$ cat src/cwpm_pkg.sv
// ----------------------------------------------------------------------------
// cwpm_pkg
// Shared constants, types and helpers for the convolution window port mapper.
// ----------------------------------------------------------------------------
`default_nettype none

package cwpm_pkg;

    localparam int NUM_MULT    = 64;
    localparam int SLOT_W      = 6;
    localparam int SLOT_CNT_W  = 7;
    localparam int ADDR_W      = 12;
    localparam int MAX_WINDOWS = 16;
    localparam int WIN_W       = 5;
    localparam int QUEUE_DEPTH = 4;
    localparam int QPTR_W      = 2;
    localparam int QCNT_W      = 3;

    localparam logic [SLOT_CNT_W-1:0] NUM_MULT_CNT = SLOT_CNT_W'(NUM_MULT);
    localparam logic [WIN_W-1:0]      MAX_WIN_CNT  = WIN_W'(MAX_WINDOWS);

    // result status codes
    localparam logic [2:0] STAT_MAPPED     = 3'd0;
    localparam logic [2:0] STAT_BUSY       = 3'd1;
    localparam logic [2:0] STAT_INPUT_WAIT = 3'd2;
    localparam logic [2:0] STAT_KERN_WAIT  = 3'd3;
    localparam logic [2:0] STAT_NO_ROOM    = 3'd4;
    localparam logic [2:0] STAT_LAYER_END  = 3'd5;

    // configuration register indexes
    localparam logic [2:0] CFG_MAP_WIDTH    = 3'd0;
    localparam logic [2:0] CFG_KERNEL_WIDTH = 3'd1;
    localparam logic [2:0] CFG_PAD_AMOUNT   = 3'd2;
    localparam logic [2:0] CFG_PAD_ENABLE   = 3'd3;
    localparam logic [2:0] CFG_IN_MAP       = 3'd4;
    localparam logic [2:0] CFG_OUT_MAP      = 3'd5;
    localparam logic [2:0] CFG_OUT_PER_IN   = 3'd6;

    // one queued job: a whole kernel window or a single status result
    typedef struct packed {
        logic              is_status;
        logic [2:0]        status;
        logic              last;
        logic              lend;
        logic [WIN_W-1:0]  win;
        logic [SLOT_W-1:0] slot;
        logic [ADDR_W-1:0] addr;
        logic [3:0]        zlx;   // kx below this is padding
        logic [3:0]        zrx;   // kx at or above this is padding
        logic [3:0]        zuy;
        logic [3:0]        zdy;
    } win_entry_t;

    function automatic logic [8:0] clamp_width(input logic [8:0] w);
        logic [8:0] r;
        if (w == 9'd0) begin
            r = 9'd1;
        end else if (w > 9'd256) begin
            r = 9'd256;
        end else begin
            r = w;
        end
        return r;
    endfunction

    function automatic logic [3:0] clamp_kernel(input logic [3:0] k);
        logic [3:0] r;
        if (k == 4'd0) begin
            r = 4'd1;
        end else if (k > 4'd8) begin
            r = 4'd8;
        end else begin
            r = k;
        end
        return r;
    endfunction

endpackage

`default_nettype wire

$ cat src/cwpm_queue.sv
// ----------------------------------------------------------------------------
// cwpm_queue
// Short window job queue between the classifier and the slot expander.
// ----------------------------------------------------------------------------
`default_nettype none

module cwpm_queue (
    input  logic                 aclk,
    input  logic                 aresetn,
    input  logic                 push,
    input  cwpm_pkg::win_entry_t push_data,
    output logic                 full,
    input  logic                 pop,
    output logic                 valid,
    output cwpm_pkg::win_entry_t pop_data
);
    import cwpm_pkg::*;

    win_entry_t        mem_reg [QUEUE_DEPTH];
    logic [QPTR_W-1:0] wr_ptr_reg, wr_ptr_next;
    logic [QPTR_W-1:0] rd_ptr_reg, rd_ptr_next;
    logic [QCNT_W-1:0] count_reg, count_next;

    assign full     = (count_reg == QCNT_W'(QUEUE_DEPTH));
    assign valid    = (count_reg != '0);
    assign pop_data = mem_reg[rd_ptr_reg];

    always_comb begin
        wr_ptr_next = wr_ptr_reg;
        rd_ptr_next = rd_ptr_reg;
        count_next  = count_reg;
        if (push && !full) begin
            wr_ptr_next = wr_ptr_reg + 1'b1;
        end
        if (pop && valid) begin
            rd_ptr_next = rd_ptr_reg + 1'b1;
        end
        if ((push && !full) && !(pop && valid)) begin
            count_next = count_reg + 1'b1;
        end else if (!(push && !full) && (pop && valid)) begin
            count_next = count_reg - 1'b1;
        end
    end

    always_ff @(posedge aclk) begin
        if (!aresetn) begin
            wr_ptr_reg <= '0;
            rd_ptr_reg <= '0;
            count_reg  <= '0;
        end else begin
            wr_ptr_reg <= wr_ptr_next;
            rd_ptr_reg <= rd_ptr_next;
            count_reg  <= count_next;
        end
    end

    always_ff @(posedge aclk) begin
        if (push && !full) begin
            mem_reg[wr_ptr_reg] <= push_data;
        end
    end

endmodule

`default_nettype wire

$ cat src/cwpm_front.sv
// ----------------------------------------------------------------------------
// cwpm_front
// Takes requests, runs the readiness checks window by window, keeps the
// output position and queues window jobs or status results.
// ----------------------------------------------------------------------------
`default_nettype none

module cwpm_front (
    input  logic                 aclk,
    input  logic                 aresetn,
    input  logic                 req_valid,
    output logic                 req_ready,
    input  logic                 req_busy,
    input  logic [15:0]          req_fill,
    input  logic [19:0]          req_kfill,
    input  logic [8:0]           w_eff,
    input  logic [3:0]           kw_eff,
    input  logic [2:0]           pad_amount,
    input  logic                 pad_enable,
    input  logic [9:0]           in_map,
    input  logic [9:0]           out_map,
    input  logic [10:0]          out_per_in,
    input  logic                 cfg_wr,
    output logic                 q_push,
    output cwpm_pkg::win_entry_t q_data,
    input  logic                 q_full
);
    import cwpm_pkg::*;

    localparam logic [3:0] S_IDLE   = 4'd0;
    localparam logic [3:0] S_SETUP1 = 4'd1;
    localparam logic [3:0] S_SETUP2 = 4'd2;
    localparam logic [3:0] S_SETUP3 = 4'd3;
    localparam logic [3:0] S_CHECK0 = 4'd4;
    localparam logic [3:0] S_CHECK1 = 4'd5;
    localparam logic [3:0] S_EVAL   = 4'd6;
    localparam logic [3:0] S_FLUSH  = 4'd7;

    logic [3:0]             state_reg, state_next;
    logic [15:0]            fill_reg, fill_next;
    logic [19:0]            kfill_reg, kfill_next;
    logic [16:0]            ww_reg, ww_next;
    logic [20:0]            ab_reg, ab_next;
    logic [6:0]             kk_reg, kk_next;
    logic [ADDR_W-1:0]      base_reg, base_next;
    logic [21:0]            sbsum_reg, sbsum_next;
    logic [28:0]            sbneed_reg, sbneed_next;
    logic [7:0]             pos_x_reg, pos_x_next;
    logic [7:0]             pos_y_reg, pos_y_next;
    logic                   layer_done_reg, layer_done_next;
    logic signed [10:0]     ty_reg, ty_next, tx_reg, tx_next;
    logic signed [10:0]     sy_reg, sy_next, sx_reg, sx_next;
    logic [3:0]             zlx_reg, zlx_next, zrx_reg, zrx_next;
    logic [3:0]             zuy_reg, zuy_next, zdy_reg, zdy_next;
    logic signed [20:0]     need_reg, need_next;
    logic signed [20:0]     soff_reg, soff_next;
    logic [SLOT_CNT_W-1:0]  k_reg, k_next;
    logic [WIN_W-1:0]       win_reg, win_next;
    win_entry_t             pend_reg, pend_next;
    logic                   pend_valid_reg, pend_valid_next;

    // check-stage arithmetic
    logic signed [10:0] cxs, cys, ws, ps, kws, wm1;
    logic signed [10:0] mx, my, txr, tyr, kmx, kmy;
    logic               zl, zr, zu, zd;
    logic signed [20:0] ty_x, tx_x, sy_x, sx_x, w_x;
    logic [17:0]        ww_full;
    logic [16:0]        base_full;
    logic [2:0]         fail;
    logic [8:0]         cx1, cy1;
    logic [SLOT_CNT_W-1:0] k_sum;
    logic [WIN_W-1:0]   win_inc;
    win_entry_t         new_ent;
    logic               accept;

    assign req_ready = (state_reg == S_IDLE) && !q_full;
    assign accept    = req_valid && req_ready;

    always_comb begin
        cxs = $signed({3'b000, pos_x_reg});
        cys = $signed({3'b000, pos_y_reg});
        ws  = $signed({2'b00, w_eff});
        ps  = $signed({8'b0, pad_amount});
        kws = $signed({7'b0, kw_eff});
        wm1 = ws - 11'sd1;

        zl = (cxs < ps);
        zr = !zl && (cxs >= ws - ps);
        zu = (cys < ps);
        zd = !zu && (cys >= ws - ps);
        mx = zl ? (ps - cxs) : (zr ? (cxs - ws + ps + 11'sd1) : 11'sd0);
        my = zu ? (ps - cys) : (zd ? (cys - ws + ps + 11'sd1) : 11'sd0);
        txr = cxs + kws - mx;
        tyr = cys + kws - my;
        kmx = kws - mx;
        kmy = kws - my;

        ty_x = 21'(ty_reg);
        tx_x = 21'(tx_reg);
        sy_x = 21'(sy_reg);
        sx_x = 21'(sx_reg);
        w_x  = $signed({12'b0, w_eff});

        ww_full   = {9'b0, w_eff} * {9'b0, w_eff};
        base_full = {7'b0, in_map} * ww_reg;

        cx1 = {1'b0, pos_x_reg} + 9'd1;
        cy1 = {1'b0, pos_y_reg} + 9'd1;

        k_sum   = k_reg + kk_reg;
        win_inc = win_reg + 1'b1;

        if (need_reg > $signed({5'b0, fill_reg})) begin
            fail = STAT_INPUT_WAIT;
        end else if (pad_enable && (sbneed_reg > {9'b0, kfill_reg})) begin
            fail = STAT_KERN_WAIT;
        end else if (kk_reg > (NUM_MULT_CNT - k_reg)) begin
            fail = STAT_NO_ROOM;
        end else begin
            fail = STAT_MAPPED;
        end

        new_ent           = '0;
        new_ent.status    = STAT_MAPPED;
        new_ent.win       = win_inc;
        new_ent.slot      = k_reg[SLOT_W-1:0];
        new_ent.addr      = base_reg + soff_reg[ADDR_W-1:0];
        new_ent.zlx       = zlx_reg;
        new_ent.zrx       = zrx_reg;
        new_ent.zuy       = zuy_reg;
        new_ent.zdy       = zdy_reg;
    end

    always_comb begin
        state_next      = state_reg;
        fill_next       = fill_reg;
        kfill_next      = kfill_reg;
        ww_next         = ww_reg;
        ab_next         = ab_reg;
        kk_next         = kk_reg;
        base_next       = base_reg;
        sbsum_next      = sbsum_reg;
        sbneed_next     = sbneed_reg;
        pos_x_next      = pos_x_reg;
        pos_y_next      = pos_y_reg;
        layer_done_next = layer_done_reg;
        ty_next         = ty_reg;
        tx_next         = tx_reg;
        sy_next         = sy_reg;
        sx_next         = sx_reg;
        zlx_next        = zlx_reg;
        zrx_next        = zrx_reg;
        zuy_next        = zuy_reg;
        zdy_next        = zdy_reg;
        need_next       = need_reg;
        soff_next       = soff_reg;
        k_next          = k_reg;
        win_next        = win_reg;
        pend_next       = pend_reg;
        pend_valid_next = pend_valid_reg;
        q_push          = 1'b0;
        q_data          = '0;
        q_data.is_status = 1'b1;
        q_data.last      = 1'b1;

        case (state_reg)
            S_IDLE: begin
                if (accept) begin
                    fill_next       = req_fill;
                    kfill_next      = req_kfill;
                    k_next          = '0;
                    win_next        = '0;
                    pend_valid_next = 1'b0;
                    if (req_busy) begin
                        q_push        = 1'b1;
                        q_data.status = STAT_BUSY;
                    end else if (layer_done_reg) begin
                        q_push        = 1'b1;
                        q_data.status = STAT_LAYER_END;
                    end else begin
                        state_next = S_SETUP1;
                    end
                end
            end
            S_SETUP1: begin
                ww_next    = ww_full[16:0];
                ab_next    = {11'b0, in_map} * {10'b0, out_per_in};
                kk_next    = {3'b000, kw_eff} * {3'b000, kw_eff};
                state_next = S_SETUP2;
            end
            S_SETUP2: begin
                base_next  = base_full[ADDR_W-1:0];
                sbsum_next = {1'b0, ab_reg} + {12'b0, out_map} + 22'd1;
                state_next = S_SETUP3;
            end
            S_SETUP3: begin
                sbneed_next = {7'b0, sbsum_reg} * {22'b0, kk_reg};
                state_next  = S_CHECK0;
            end
            S_CHECK0: begin
                if (pad_enable) begin
                    ty_next  = (tyr < wm1) ? tyr : wm1;
                    tx_next  = (txr < wm1) ? txr : wm1;
                    sy_next  = cys - ps;
                    sx_next  = cxs - ps;
                    zlx_next = zl ? ((mx > 11'sd8) ? 4'd8 : mx[3:0]) : 4'd0;
                    zuy_next = zu ? ((my > 11'sd8) ? 4'd8 : my[3:0]) : 4'd0;
                    zrx_next = zr ? ((kmx <= 11'sd0) ? 4'd0 : kmx[3:0]) : 4'd8;
                    zdy_next = zd ? ((kmy <= 11'sd0) ? 4'd0 : kmy[3:0]) : 4'd8;
                end else begin
                    ty_next  = cys + kws;
                    tx_next  = cxs + kws;
                    sy_next  = cys;
                    sx_next  = cxs;
                    zlx_next = 4'd0;
                    zuy_next = 4'd0;
                    zrx_next = 4'd8;
                    zdy_next = 4'd8;
                end
                state_next = S_CHECK1;
            end
            S_CHECK1: begin
                need_next  = 21'(ty_x * w_x) + tx_x;
                soff_next  = 21'(sy_x * w_x) + sx_x;
                state_next = S_EVAL;
            end
            S_EVAL: begin
                if (fail != STAT_MAPPED) begin
                    if (!pend_valid_reg) begin
                        if (!q_full) begin
                            q_push        = 1'b1;
                            q_data.status = fail;
                            state_next    = S_IDLE;
                        end
                    end else begin
                        state_next = S_FLUSH;
                    end
                end else if (!(pend_valid_reg && q_full)) begin
                    if (pend_valid_reg) begin
                        q_push = 1'b1;
                        q_data = pend_reg;
                    end
                    pend_next       = new_ent;
                    pend_valid_next = 1'b1;
                    k_next          = k_sum;
                    win_next        = win_inc;
                    if (cx1 >= w_eff) begin
                        pos_x_next = '0;
                        if (cy1 >= w_eff) begin
                            pos_y_next      = '0;
                            layer_done_next = 1'b1;
                            pend_next.lend  = 1'b1;
                        end else begin
                            pos_y_next = cy1[7:0];
                        end
                    end else begin
                        pos_x_next = cx1[7:0];
                    end
                    if (((cx1 >= w_eff) && (cy1 >= w_eff)) || (win_inc >= MAX_WIN_CNT)
                        || (k_sum >= NUM_MULT_CNT)) begin
                        state_next = S_FLUSH;
                    end else begin
                        state_next = S_CHECK0;
                    end
                end
            end
            S_FLUSH: begin
                if (!q_full) begin
                    q_push          = 1'b1;
                    q_data          = pend_reg;
                    q_data.last     = 1'b1;
                    pend_valid_next = 1'b0;
                    state_next      = S_IDLE;
                end
            end
            default: begin
                state_next = S_IDLE;
            end
        endcase

        if (cfg_wr) begin
            layer_done_next = 1'b0;
        end
    end

    always_ff @(posedge aclk) begin
        if (!aresetn) begin
            state_reg      <= S_IDLE;
            pos_x_reg      <= '0;
            pos_y_reg      <= '0;
            layer_done_reg <= 1'b0;
            pend_valid_reg <= 1'b0;
            k_reg          <= '0;
            win_reg        <= '0;
        end else begin
            state_reg      <= state_next;
            pos_x_reg      <= pos_x_next;
            pos_y_reg      <= pos_y_next;
            layer_done_reg <= layer_done_next;
            pend_valid_reg <= pend_valid_next;
            k_reg          <= k_next;
            win_reg        <= win_next;
        end
    end

    always_ff @(posedge aclk) begin
        fill_reg   <= fill_next;
        kfill_reg  <= kfill_next;
        ww_reg     <= ww_next;
        ab_reg     <= ab_next;
        kk_reg     <= kk_next;
        base_reg   <= base_next;
        sbsum_reg  <= sbsum_next;
        sbneed_reg <= sbneed_next;
        ty_reg     <= ty_next;
        tx_reg     <= tx_next;
        sy_reg     <= sy_next;
        sx_reg     <= sx_next;
        zlx_reg    <= zlx_next;
        zrx_reg    <= zrx_next;
        zuy_reg    <= zuy_next;
        zdy_reg    <= zdy_next;
        need_reg   <= need_next;
        soff_reg   <= soff_next;
        pend_reg   <= pend_next;
    end

endmodule

`default_nettype wire

$ cat src/cwpm_back.sv
// ----------------------------------------------------------------------------
// cwpm_back
// Expands queued window jobs into one slot result per cycle, while out_ready
// does not stall the output register, and passes status jobs on as one result.
// ----------------------------------------------------------------------------
`default_nettype none

module cwpm_back (
    input  logic                 aclk,
    input  logic                 aresetn,
    input  logic                 q_valid,
    input  cwpm_pkg::win_entry_t q_data,
    output logic                 q_pop,
    input  logic [8:0]           w_eff,
    input  logic [3:0]           kw_eff,
    output logic                 out_valid,
    input  logic                 out_ready,
    output logic [2:0]           out_status,
    output logic [31:0]          out_data,
    output logic                 out_last
);
    import cwpm_pkg::*;

    logic              act_reg, act_next;
    win_entry_t        ent_reg, ent_next;
    logic [2:0]        kx_reg, kx_next, ky_reg, ky_next;
    logic [SLOT_W-1:0] slot_reg, slot_next;
    logic [ADDR_W-1:0] addr_reg, addr_next, row_reg, row_next;
    logic              ov_reg, ov_next;
    logic [2:0]        ost_reg, ost_next;
    logic [31:0]       od_reg, od_next;
    logic              olast_reg, olast_next;

    logic [2:0]        kmax;
    logic              advance, fin, zero, lastres;
    logic [ADDR_W-1:0] w_step;

    assign kmax    = 3'(kw_eff - 4'd1);
    assign w_step  = {3'b000, w_eff};
    assign advance = !ov_reg || out_ready;
    assign fin     = ent_reg.is_status || ((kx_reg == kmax) && (ky_reg == kmax));
    assign q_pop   = q_valid && (!act_reg || (advance && fin));
    assign zero    = ({1'b0, kx_reg} < ent_reg.zlx) || ({1'b0, kx_reg} >= ent_reg.zrx)
                  || ({1'b0, ky_reg} < ent_reg.zuy) || ({1'b0, ky_reg} >= ent_reg.zdy);
    assign lastres = ent_reg.last && fin;

    assign out_valid  = ov_reg;
    assign out_status = ost_reg;
    assign out_data   = od_reg;
    assign out_last   = olast_reg;

    always_comb begin
        act_next   = act_reg;
        ent_next   = ent_reg;
        kx_next    = kx_reg;
        ky_next    = ky_reg;
        slot_next  = slot_reg;
        addr_next  = addr_reg;
        row_next   = row_reg;
        ov_next    = ov_reg;
        ost_next   = ost_reg;
        od_next    = od_reg;
        olast_next = olast_reg;

        if (advance) begin
            ov_next = act_reg;
        end

        if (act_reg && advance) begin
            if (ent_reg.is_status) begin
                ost_next   = ent_reg.status;
                od_next    = '0;
                olast_next = 1'b1;
            end else begin
                ost_next   = ent_reg.status;
                od_next    = {7'b0, ent_reg.lend && lastres, ent_reg.win,
                              zero ? {ADDR_W{1'b0}} : addr_reg, zero, slot_reg};
                olast_next = lastres;
            end
            slot_next = slot_reg + 1'b1;
            if (kx_reg == kmax) begin
                kx_next   = '0;
                ky_next   = ky_reg + 1'b1;
                row_next  = row_reg + w_step;
                addr_next = row_reg + w_step;
            end else begin
                kx_next   = kx_reg + 1'b1;
                addr_next = addr_reg + 1'b1;
            end
            if (fin) begin
                act_next = 1'b0;
            end
        end

        if (q_pop) begin
            act_next  = 1'b1;
            ent_next  = q_data;
            kx_next   = '0;
            ky_next   = '0;
            slot_next = q_data.slot;
            addr_next = q_data.addr;
            row_next  = q_data.addr;
        end
    end

    always_ff @(posedge aclk) begin
        if (!aresetn) begin
            act_reg <= 1'b0;
            ov_reg  <= 1'b0;
        end else begin
            act_reg <= act_next;
            ov_reg  <= ov_next;
        end
    end

    always_ff @(posedge aclk) begin
        ent_reg   <= ent_next;
        kx_reg    <= kx_next;
        ky_reg    <= ky_next;
        slot_reg  <= slot_next;
        addr_reg  <= addr_next;
        row_reg   <= row_next;
        ost_reg   <= ost_next;
        od_reg    <= od_next;
        olast_reg <= olast_next;
    end

endmodule

`default_nettype wire

$ cat src/conv_window_port_mapper_core.sv
// ----------------------------------------------------------------------------
// conv_window_port_mapper_core
// Maps whole kernel windows onto multiplier slots, one result per slot.
// ----------------------------------------------------------------------------
// channel   direction  handshake             payload
// s_*       in         s_tvalid / s_tready   request: busy flag, fill levels
// m_*       out        m_tvalid / m_tready   slot result, status in tuser
// cfg_*     in         cfg_valid / cfg_ready register index and value
//
// Classifier: set-up states SETUP1 to SETUP3 per request, then CHECK0, CHECK1 and
// EVAL per window check, and FLUSH to hand over the last window. Expander: one
// transfer per cycle while m_tready is high, k*k per window. A busy or layer-ended
// request is answered with a single status result straight from the idle state.
// Reset clears the position, the layer-ended flag and the queue and loads
// the register defaults; a four-job queue absorbs m_tready stalls.
// ----------------------------------------------------------------------------
`default_nettype none

module conv_window_port_mapper_core (
    input  logic        aclk,
    input  logic        aresetn,
    input  logic        s_tvalid,
    output logic        s_tready,
    input  logic [39:0] s_tdata,   // mult_busy, input_fill, kernel_fill
    output logic        m_tvalid,
    input  logic        m_tready,
    output logic [31:0] m_tdata,   // slot, use_zero, address, windows_done, layer_end
    output logic [2:0]  m_tuser,   // status
    output logic        m_tlast,
    input  logic        cfg_valid,
    output logic        cfg_ready,
    input  logic [2:0]  cfg_index,
    input  logic [10:0] cfg_data
);
    import cwpm_pkg::*;

    logic [8:0]  map_width_reg;
    logic [3:0]  kernel_width_reg;
    logic [2:0]  pad_amount_reg;
    logic        pad_enable_reg;
    logic [9:0]  in_map_reg;
    logic [9:0]  out_map_reg;
    logic [10:0] out_per_in_reg;

    logic        cfg_wr;
    logic [8:0]  w_eff;
    logic [3:0]  kw_eff;
    logic        q_push, q_full, q_pop, q_valid;
    win_entry_t  q_in, q_out;

    assign cfg_ready = 1'b1;
    assign w_eff     = clamp_width(map_width_reg);
    assign kw_eff    = clamp_kernel(kernel_width_reg);

    always_comb begin
        case (cfg_index)
            CFG_MAP_WIDTH, CFG_KERNEL_WIDTH, CFG_PAD_AMOUNT, CFG_PAD_ENABLE,
            CFG_IN_MAP, CFG_OUT_MAP, CFG_OUT_PER_IN: begin
                cfg_wr = cfg_valid;
            end
            default: begin
                cfg_wr = 1'b0;
            end
        endcase
    end

    always_ff @(posedge aclk) begin
        if (!aresetn) begin
            map_width_reg    <= 9'd8;
            kernel_width_reg <= 4'd3;
            pad_amount_reg   <= 3'd1;
            pad_enable_reg   <= 1'b0;
            in_map_reg       <= '0;
            out_map_reg      <= '0;
            out_per_in_reg   <= 11'd1;
        end else if (cfg_valid) begin
            case (cfg_index)
                CFG_MAP_WIDTH:    map_width_reg    <= cfg_data[8:0];
                CFG_KERNEL_WIDTH: kernel_width_reg <= cfg_data[3:0];
                CFG_PAD_AMOUNT:   pad_amount_reg   <= cfg_data[2:0];
                CFG_PAD_ENABLE:   pad_enable_reg   <= cfg_data[0];
                CFG_IN_MAP:       in_map_reg       <= cfg_data[9:0];
                CFG_OUT_MAP:      out_map_reg      <= cfg_data[9:0];
                CFG_OUT_PER_IN:   out_per_in_reg   <= cfg_data;
                default: begin
                end
            endcase
        end
    end

    cwpm_front u_front (
        .aclk       (aclk),
        .aresetn    (aresetn),
        .req_valid  (s_tvalid),
        .req_ready  (s_tready),
        .req_busy   (s_tdata[0]),
        .req_fill   (s_tdata[16:1]),
        .req_kfill  (s_tdata[36:17]),
        .w_eff      (w_eff),
        .kw_eff     (kw_eff),
        .pad_amount (pad_amount_reg),
        .pad_enable (pad_enable_reg),
        .in_map     (in_map_reg),
        .out_map    (out_map_reg),
        .out_per_in (out_per_in_reg),
        .cfg_wr     (cfg_wr),
        .q_push     (q_push),
        .q_data     (q_in),
        .q_full     (q_full)
    );

    cwpm_queue u_queue (
        .aclk      (aclk),
        .aresetn   (aresetn),
        .push      (q_push),
        .push_data (q_in),
        .full      (q_full),
        .pop       (q_pop),
        .valid     (q_valid),
        .pop_data  (q_out)
    );

    cwpm_back u_back (
        .aclk       (aclk),
        .aresetn    (aresetn),
        .q_valid    (q_valid),
        .q_data     (q_out),
        .q_pop      (q_pop),
        .w_eff      (w_eff),
        .kw_eff     (kw_eff),
        .out_valid  (m_tvalid),
        .out_ready  (m_tready),
        .out_status (m_tuser),
        .out_data   (m_tdata),
        .out_last   (m_tlast)
    );

endmodule

`default_nettype wire
$ cat config.mk
export PLATFORM = sky130hd
export DESIGN_NAME = conv_window_port_mapper_core
export DESIGN_NICKNAME = d
export VERILOG_FILES = /design/src/cwpm_pkg.sv /design/src/cwpm_queue.sv /design/src/cwpm_front.sv /design/src/cwpm_back.sv /design/src/conv_window_port_mapper_core.sv
export SDC_FILE = /design/constraint.sdc
export NUM_CORES = 2
export LEC_CHECK = 0
export ABC_AREA = 1
export BUFFER_PORTS_ARGS = -buffer_cell sky130_fd_sc_hd__buf_2
export CAP_MARGIN = 20
export CORE_MARGIN = 4
export CORE_UTILIZATION = 40
export DETAILED_ROUTE_END_ITERATION = 7
export SLEW_MARGIN = 20
export SYNTH_ARGS = -nofsm -noshare
export SYNTH_HDL_FRONTEND = slang
export SYNTH_SLANG_ARGS = --single-unit
export TNS_END_PERCENT = 30
$ cat constraint.sdc
create_clock -name aclk -period 7.41 [get_ports aclk]
set_input_delay 0.3705 -clock aclk [delete_from_list [all_inputs] [get_ports aclk]]
set_output_delay 0.3705 -clock aclk [all_outputs]
set_load 0.1 [all_outputs]
# Yosys cells after proc, flatten, opt, wreduce, memory -nomap -nowiden

Memory sizes are Yosys's and may differ from the RTL's. A register that Yosys moved wholly into a read port is not among the register bits.
Cells that the tools add are included.

Memory bits (writable): 180
Memories: 1
Output and inout port bits: 39
Bits in latches: 0
Bits in read-only memories: 0
Input bits: 59
Word-level logic and storage cells: 330
Register bits: 463

Equality and inequality tests: 23
Divide/modulo/power cells: 0
$mul: 7
Add/sub/neg operators: 38
Shift operators: 0
Bitwise logic cells: 8
Order comparisons: 23
Multiplexer cells: 88
Reduce and logical (&&, ||, !) cells: 72

Memory list:

| memory          | depth | bits a word | read ports | clocked after Yosys merged registers in | wr ports | RTL line         | text |
|---|---|---|---|---|---|---|---|
| u_queue.mem_reg | 4     | 45          | 1          | 1                                       | 1        | cwpm_queue.sv:19 | `win_entry_t mem_reg [QUEUE_DEPTH];` |

Operators with widths:

| cell                                                                              | count |
|---|---|
| 45-bit 2-to-1 mux                                                                 | 3 |
| 11-bit 2-to-1 mux                                                                 | 8 |
| 41-bit one-hot mux with 2 select lines                                            | 1 |
| 12-bit 2-to-1 mux                                                                 | 6 |
| 4-bit 2-to-1 mux                                                                  | 13 |
| 41-bit 2-to-1 mux                                                                 | 1 |
| 3-bit 2-to-1 mux                                                                  | 12 |
| 8-bit 2-to-1 mux                                                                  | 4 |
| 4-bit one-hot mux with 8 select lines                                             | 1 |
| 2-bit AND reduction                                                               | 15 |
| 29-bit by 20-bit greater-than comparator with 1-bit output                        | 1 |
| 22-bit by 7-bit multiplier with 29-bit output                                     | 1 |
| 12-bit by 9-bit adder with 12-bit output                                          | 2 |
| 11-bit by 2-bit adder with 11-bit output (second input constant)                  | 2 |
| 11-bit by 4-bit adder with 11-bit output                                          | 2 |
| 21-bit by 10-bit adder with 22-bit output                                         | 1 |
| 22-bit by 1-bit adder with 22-bit output (second input constant)                  | 1 |
| 9-bit by 11-bit >= comparator with 1-bit output                                   | 2 |
| 11-bit by 5-bit greater-than comparator with 1-bit output (second input constant) | 2 |
| 11-bit by 1-bit <= comparator with 1-bit output (second input constant)           | 2 |
| 11-bit < comparator                                                               | 2 |
| 11-bit subtractor                                                                 | 2 |
| 5-bit by 11-bit subtractor with 11-bit output                                     | 2 |
| 21-bit by 11-bit adder with 21-bit output                                         | 1 |
| 68 further kinds                                                                  | 172 |

# Depth between registers and ports, before layout

Word-level depth: 14
Gate-level depth with buffers: 53
Depth with buffers taken out: 51

# Hierarchy

Synthesis repeated with hierarchy kept, for this count alone.

Cell total of the unflattened synthesis: 5742
Area, all modules: 51167.8 um2

By module, submodules not included:

| module                       | sequential area each (um2) | area an instance (um2) | cells an instance | instances |
|---|---|---|---|---|
| cwpm_front                   | 8668.3                     | 36954.2                | 4434              | 1 |
| cwpm_queue                   | 5585.4                     | 7302.0                 | 504               | 1 |
| cwpm_back                    | 2742.6                     | 5007.3                 | 540               | 1 |
| conv_window_port_mapper_core | 960.9                      | 1904.3                 | 264               | 1 |

# Least setup slack after synthesis

No wires, ideal clock.

Path type: register to register
Start point: register map_width_reg[4]
End point: register u_front.ty_reg[4] (data pin)
Cell stages (with the launch flop): 47
Required time: 7.142 ns
Arrival: 6.615 ns
Clock period less this slack: 6.883 ns
Buffers on the path: 2
Library setup time: 0.268 ns
Path slack: 0.527 ns
Path through: dfxtp_1 -> nor2_2 -> nand2_2 -> o21ai_4 -> nand2_1 -> inv_1 -> buf_1 -> ha_1 -> a31oi_1 -> nand3_2 -> inv_1 -> nand2_1 -> xor2_1 -> ha_1 -> nand3_1 -> nor2_1 -> nand4_1 -> nand2_1 -> (+11 left out) -> nand2_1 -> nand2_1 -> xor2_1 -> inv_1 -> ha_1 -> nand2_1 -> nor2_1 -> a211oi_1 -> a21oi_1 -> nor3b_1 -> nand2_1 -> nand2_1 -> nand2_1 -> inv_1 -> buf_2 -> nand2_1 -> o211ai_1 -> o21ai_0

Word-level cells in the longest chain between the ends: 12
Elaborated cells between the ends (all ways): 17
Those cells by class: add/sub: 6; order compare: 3; mux: 6; reduce/logical: 2

RTL lines:

| element                                                                                                      | RTL line                           | text |
|---|---|---|
| from (decl)                                                                                                  | conv_window_port_mapper_core.sv:37 | `logic [8:0] map_width_reg;` |
| from (signal assigned)                                                                                       | conv_window_port_mapper_core.sv:78 | `CFG_MAP_WIDTH: map_width_reg <= cfg_data[8:0];` |
| 9-bit greater-than comparator                                                                                | cwpm_pkg.sv:58                     | `end else if (w > 9'd256) begin` |
| 9-bit 2-to-1 mux                                                                                             | cwpm_pkg.sv:58                     |  |
| 9-bit 2-to-1 mux (*)                                                                                         | cwpm_pkg.sv:56                     | `if (w == 9'd0) begin` |
| 8-bit by 9-bit subtractor with 10-bit output or 9-bit by 3-bit subtractor with 10-bit output (tied branches) | cwpm_front.sv:92, cwpm_front.sv:90 |  |
| 11-bit by 4-bit adder with 11-bit output or 9-bit by 11-bit >= comparator with 1-bit output (tied branches)  | cwpm_front.sv:92, cwpm_front.sv:90 |  |
| 11-bit by 2-bit adder with 11-bit output or 1-bit logical AND (tied branches)                                | cwpm_front.sv:92, cwpm_front.sv:90 |  |
| 11-bit 2-to-1 mux (*) (2 in series)                                                                          | cwpm_front.sv:92                   | `my = zu ? (ps - cys) : (zd ? (cys - ws + ps + 11'sd1) : 11'sd0);` |
| via u_front.my[1]                                                                                            | cwpm_front.sv:64                   | `logic signed [10:0] mx, my, txr, tyr, kmx, kmy;` |
| 11-bit subtractor (*)                                                                                        | cwpm_front.sv:94                   | `tyr = cys + kws - my;` |
| 11-bit < comparator                                                                                          | cwpm_front.sv:202                  | `ty_next = (tyr < wm1) ? tyr : wm1;` |
| 11-bit 2-to-1 mux (*)                                                                                        | cwpm_front.sv:202                  |  |
| 11-bit 2-to-1 mux (*)                                                                                        | cwpm_front.sv:201                  | `if (pad_enable) begin` |
| to (signal assigned)                                                                                         | cwpm_front.sv:315                  | `ty_reg <= ty_next;` |
| to (decl)                                                                                                    | cwpm_front.sv:51                   | `logic signed [10:0] ty_reg, ty_next, tx_reg, tx_next;` |

The timed path passes the listed nets; every way through them passes the cells marked *.
A chain may end at the register's enable or synchronous reset.

# Worst setup path in the final report

Start point: register map_width_reg[3]
End point: register u_front.tx_reg[3] (data pin)

Word-level cells in the longest chain between the ends: 12
Elaborated cells between the ends (all ways): 17
Those cells by class: add/sub: 6; order compare: 3; mux: 6; reduce/logical: 2

RTL lines:

| element                                                                                                      | RTL line                           | text |
|---|---|---|
| 9-bit greater-than comparator                                                                                | cwpm_pkg.sv:58                     |  |
| 9-bit 2-to-1 mux                                                                                             | cwpm_pkg.sv:58                     |  |
| 9-bit 2-to-1 mux (*)                                                                                         | cwpm_pkg.sv:56                     |  |
| via u_back.w_eff[0]                                                                                          | cwpm_back.sv:14                    | `input logic [8:0] w_eff,` |
| 8-bit by 9-bit subtractor with 10-bit output or 9-bit by 3-bit subtractor with 10-bit output (tied branches) | cwpm_front.sv:91, cwpm_front.sv:88 |  |
| 11-bit by 4-bit adder with 11-bit output or 9-bit by 11-bit >= comparator with 1-bit output (tied branches)  | cwpm_front.sv:91, cwpm_front.sv:88 |  |
| 11-bit by 2-bit adder with 11-bit output or 1-bit logical AND (tied branches)                                | cwpm_front.sv:91, cwpm_front.sv:88 |  |
| 11-bit 2-to-1 mux (*) (2 in series)                                                                          | cwpm_front.sv:91                   | `mx = zl ? (ps - cxs) : (zr ? (cxs - ws + ps + 11'sd1) : 11'sd0);` |
| via u_front.mx[0]                                                                                            | cwpm_front.sv:64                   |  |
| 11-bit subtractor (*)                                                                                        | cwpm_front.sv:93                   | `txr = cxs + kws - mx;` |
| 11-bit < comparator                                                                                          | cwpm_front.sv:203                  | `tx_next = (txr < wm1) ? txr : wm1;` |
| 11-bit 2-to-1 mux (*)                                                                                        | cwpm_front.sv:203                  |  |
| 11-bit 2-to-1 mux (*)                                                                                        | cwpm_front.sv:201                  |  |
| to (signal assigned)                                                                                         | cwpm_front.sv:316                  | `tx_reg <= tx_next;` |
| to (decl)                                                                                                    | cwpm_front.sv:51                   |  |

Marked as above.

==> run_results.csv <==
group,metric,value,unit
finish,area_growth,11.0,%
yosys,synthFlopType,"edfxtp_1",
routing,wl_met3,6970,um
yosys,ys_types,65,
yosys,yosys-top-cells-area,"edfxtp_1, fa_1, ha_1",
clock_tree,clockRootBuffer,"clkbuf_16",
yosys,yosysTopAreaCell,"edfxtp_1",
power_and_ir_drop,power.density,218,mW/mm^2
sta,clock-skew-final,0.0402,ns
power_and_ir_drop,fin_total_pwr,12.0,mW
place,dp_hpwl,92000,um
sta,hold_violations,0,
sta,slew_viol_final,0,
finish,final_cell_mix,"inv_1, nand2_1, edfxtp_1",
sta,tightestPinTransition,1.08,ns
yosys,synth_area,0.0496,mm^2
worst_setup_path,path_max_fanout,6,
finish,drive_gt1_frac,0.0668,
place,gp_congestion,0.929,
floorplan,io_pins,98,
yosys,async_reset_ff_frac,0,
routing,wl_per_cell,16.8,um
worst_setup_path,crit_arrival,7.23,ns
floorplan,die_x,360,um
global_routing,grt_first_pass_wirelength,196000,um
worst_setup_path,worst-setup-path-type,"reg2reg",
place,placedInstanceArea,0.0521,mm^2
finish,final_common_cell,"inv_1",
worst_setup_path,critPathLaunchType,"flip-flop",
clock_tree,cts_tree,"done",
worst_setup_path,end_kind,"flip-flop",
worst_setup_path,critical-path-top-cell-by-count,"nand2_1",
global_routing,grt-ovfl-total,0,
worst_setup_path,cp_slowest_cell,"fa_1",
finish,n_fill_cell,11700,
sta,period_share,0.925,
sta,hold_slack,0.0624,ns
floorplan,die_area,0.130,mm^2
routing,routed.top_layer,"met5",
place,place_inst,7074,
run_status,status,"finished clean",
floorplan,rows,128,
floorplan,start_util,0.405,
job,drv_cap,0,
routing,wl,122000,um
global_routing,track_usage,0.189,
clock_tree,cts_buffer_depth,3,
routing,dr.pass1.iters,5,
power_and_ir_drop,power.leakage,26.3,nW
clock_tree,clock_sinks,631,
power_and_ir_drop,ir_drop,0.375,mV
sta,clock.fmax,146,MHz
floorplan,die_h,360,um
finish,layout.cells.non_filler,7256,
routing,drtIter0Drc,2569,
sta,min_period,6.85,ns
place,portBuffers,86,
global_routing,grt_antenna_before_repair,9,
global_routing,grt_pass1_vias,35900,
sta,finalSetupTns,0,ns
finish,final_nets,6481,
clock_tree,path_clk_slew,0.06,ns
routing,vias_per_cell,4.95,
sta,setup_viol,0,
clock_tree,insertion_delay,0.68,ns
yosys,ys_warn_count,0,
worst_hold_path,hold_path_class,"in2reg",
routing,vias,35900,
yosys,yosysTopAreaCellShare,0.322,
routing,wl_met1,56800,um
sta,slew_headroom,0.276,
yosys,yosys_register_bits,631,
clock_tree,cts_inserted_buffers,72,
finish,largest_reg_flops,180,
routing,dr_wl_met2,55800,um
routing,antenna_left,0,
yosys,synthCells,5424,
finish,final_area,0.0550,mm^2
floorplan,coreArea,0.122,mm^2
worst_setup_path,slowest_delay,0.43,ns
yosys,ys_seq_area_frac,0.362,
yosys,syn_area_per_cell,9.14,um^2
routing,drc_errors,0,
worst_setup_path,cp.required,7.78,ns
clock_tree,htreeDepth,3,
global_routing,grt_max_degree,91,
yosys,synth_enable_flop_cells,532,
==> per-layer routing <==
layer | GRT usage | up-vias
li1 | - | 17600
met1 | 0.265 | 17200
met2 | 0.304 | 900
met3 | 0.0337 | 170
met4 | 0.0459 | 8
met5 | 0 | -
==> worst paths after layout <==
| check | start | end | slack [ns] | cells past startpoint |
|---|---|---|---|---|
| min reg2reg | u_front.zuy_reg[2]$_SDFFCE_PP0N_ | u_front.pend_reg[6]$_DFFE_PP_ | 0.42 | 0 |
| max | map_width_reg[3]$_SDFFE_PN1P_ | u_front.tx_reg[3]$_DFFE_PN_ | 0.56 | 46 |
| max reg2reg | map_width_reg[3]$_SDFFE_PN1P_ | u_front.tx_reg[3]$_DFFE_PN_ | 0.56 | 46 |
| min | cfg_data[9] | out_map_reg[9]$_SDFFE_PN0P_ | 0.06 | 3 |
==> cell usage after synthesis (10+ instances only) <==
master    count
or2_2        11
o21ai_0     245
inv_1      1042
inv_2        15
edfxtp_1    532
clkinv_1     11
o22ai_1      36
fa_1        378
ha_1        476
xnor2_1      69
a221o_1      12
nor2_2       10
nand2_1     963
nor2_1      506
dfxtp_1      99
o211ai_1     17
xor2_1      183
a211oi_1     27
clkbuf_1    122
a21oi_1     282
buf_1        11
nand3_1     132
o21bai_1     14
a31oi_1      12
nor3_1       38
nand2_2      21
nand4_1      29
==> cells by family (layout without fill, tap and decap cells) <==
| group | count (synthesis) | after routing | synth area share |
|---|---|---|---|
| and+or+nand+nor | 1768 | 1768 | 0.148 |
| buffers and inverters | 1221 | 1400 | 0.0934 |
| adders and majority gates | 854 | 854 | 0.273 |
| AOI/OAI and AO/OA | 696 | 696 | 0.0787 |
| DFF | 631 | 631 | 0.362 |
| xor gates and xnor gates | 252 | 252 | 0.0445 |
| other | 2 | 30 | 0.000152 |
==> per-stage QoR <==
stage | setup slack [ns] | utilization
after CTS | 0.212 | 0.449
after global routing | -0.0300 | 0.449
after floorplan | 0.527 | -
after detailed placement | 0.253 | 0.426
after global placement | 0.327 | 0.426
final | 0.556 | 0.449
==> layout make-up <==
class / count / area, um^2 / area share
clock buffers: 90 / 1910 / 0.0347
diodes: 4 / 10.0 / 0.000182
flip-flops and latches: 631 / 18000 / 0.327
well taps: 1625 / 2030 / 0.0370
repair buffers: 199 / 1380 / 0.0250
inverters: 1068 / 4010 / 0.0730
clock inverters: 43 / 544 / 0.00990
multi-input cells: 3596 / 27200 / 0.494
==> worst max-delay path: cells and delay by family (launching register included) <==
family          cells  cell delay (ns)
xor+xnor            1             0.23
fa+ha+maj           6             1.81
simple gates       25             2.53
buf+inv             6             0.49
flops               1             0.42
compound gates      8             1.06
==> power by group <==
group / switching (mW) / internal (mW) / total, mW / leakage, nW
Clock: 1.53 / 2.14 / 3.68 / 1.18
Sequential: 0.182 / 4.39 / 4.57 / 5.53
Combinational: 2.57 / 1.18 / 3.75 / 19.6
Total: 4.29 / 7.71 / 12.0 / 26.3
==> what timing repair did <==
action,4_1_cts,5_1_grt
hold buffers,39,0
endpoints found under the setup margin,0,18
resized for setup,0,7
setup buffers,0,6
hold endpoints to repair,39,0
Note: power is estimated with default switching activity, not from simulation.
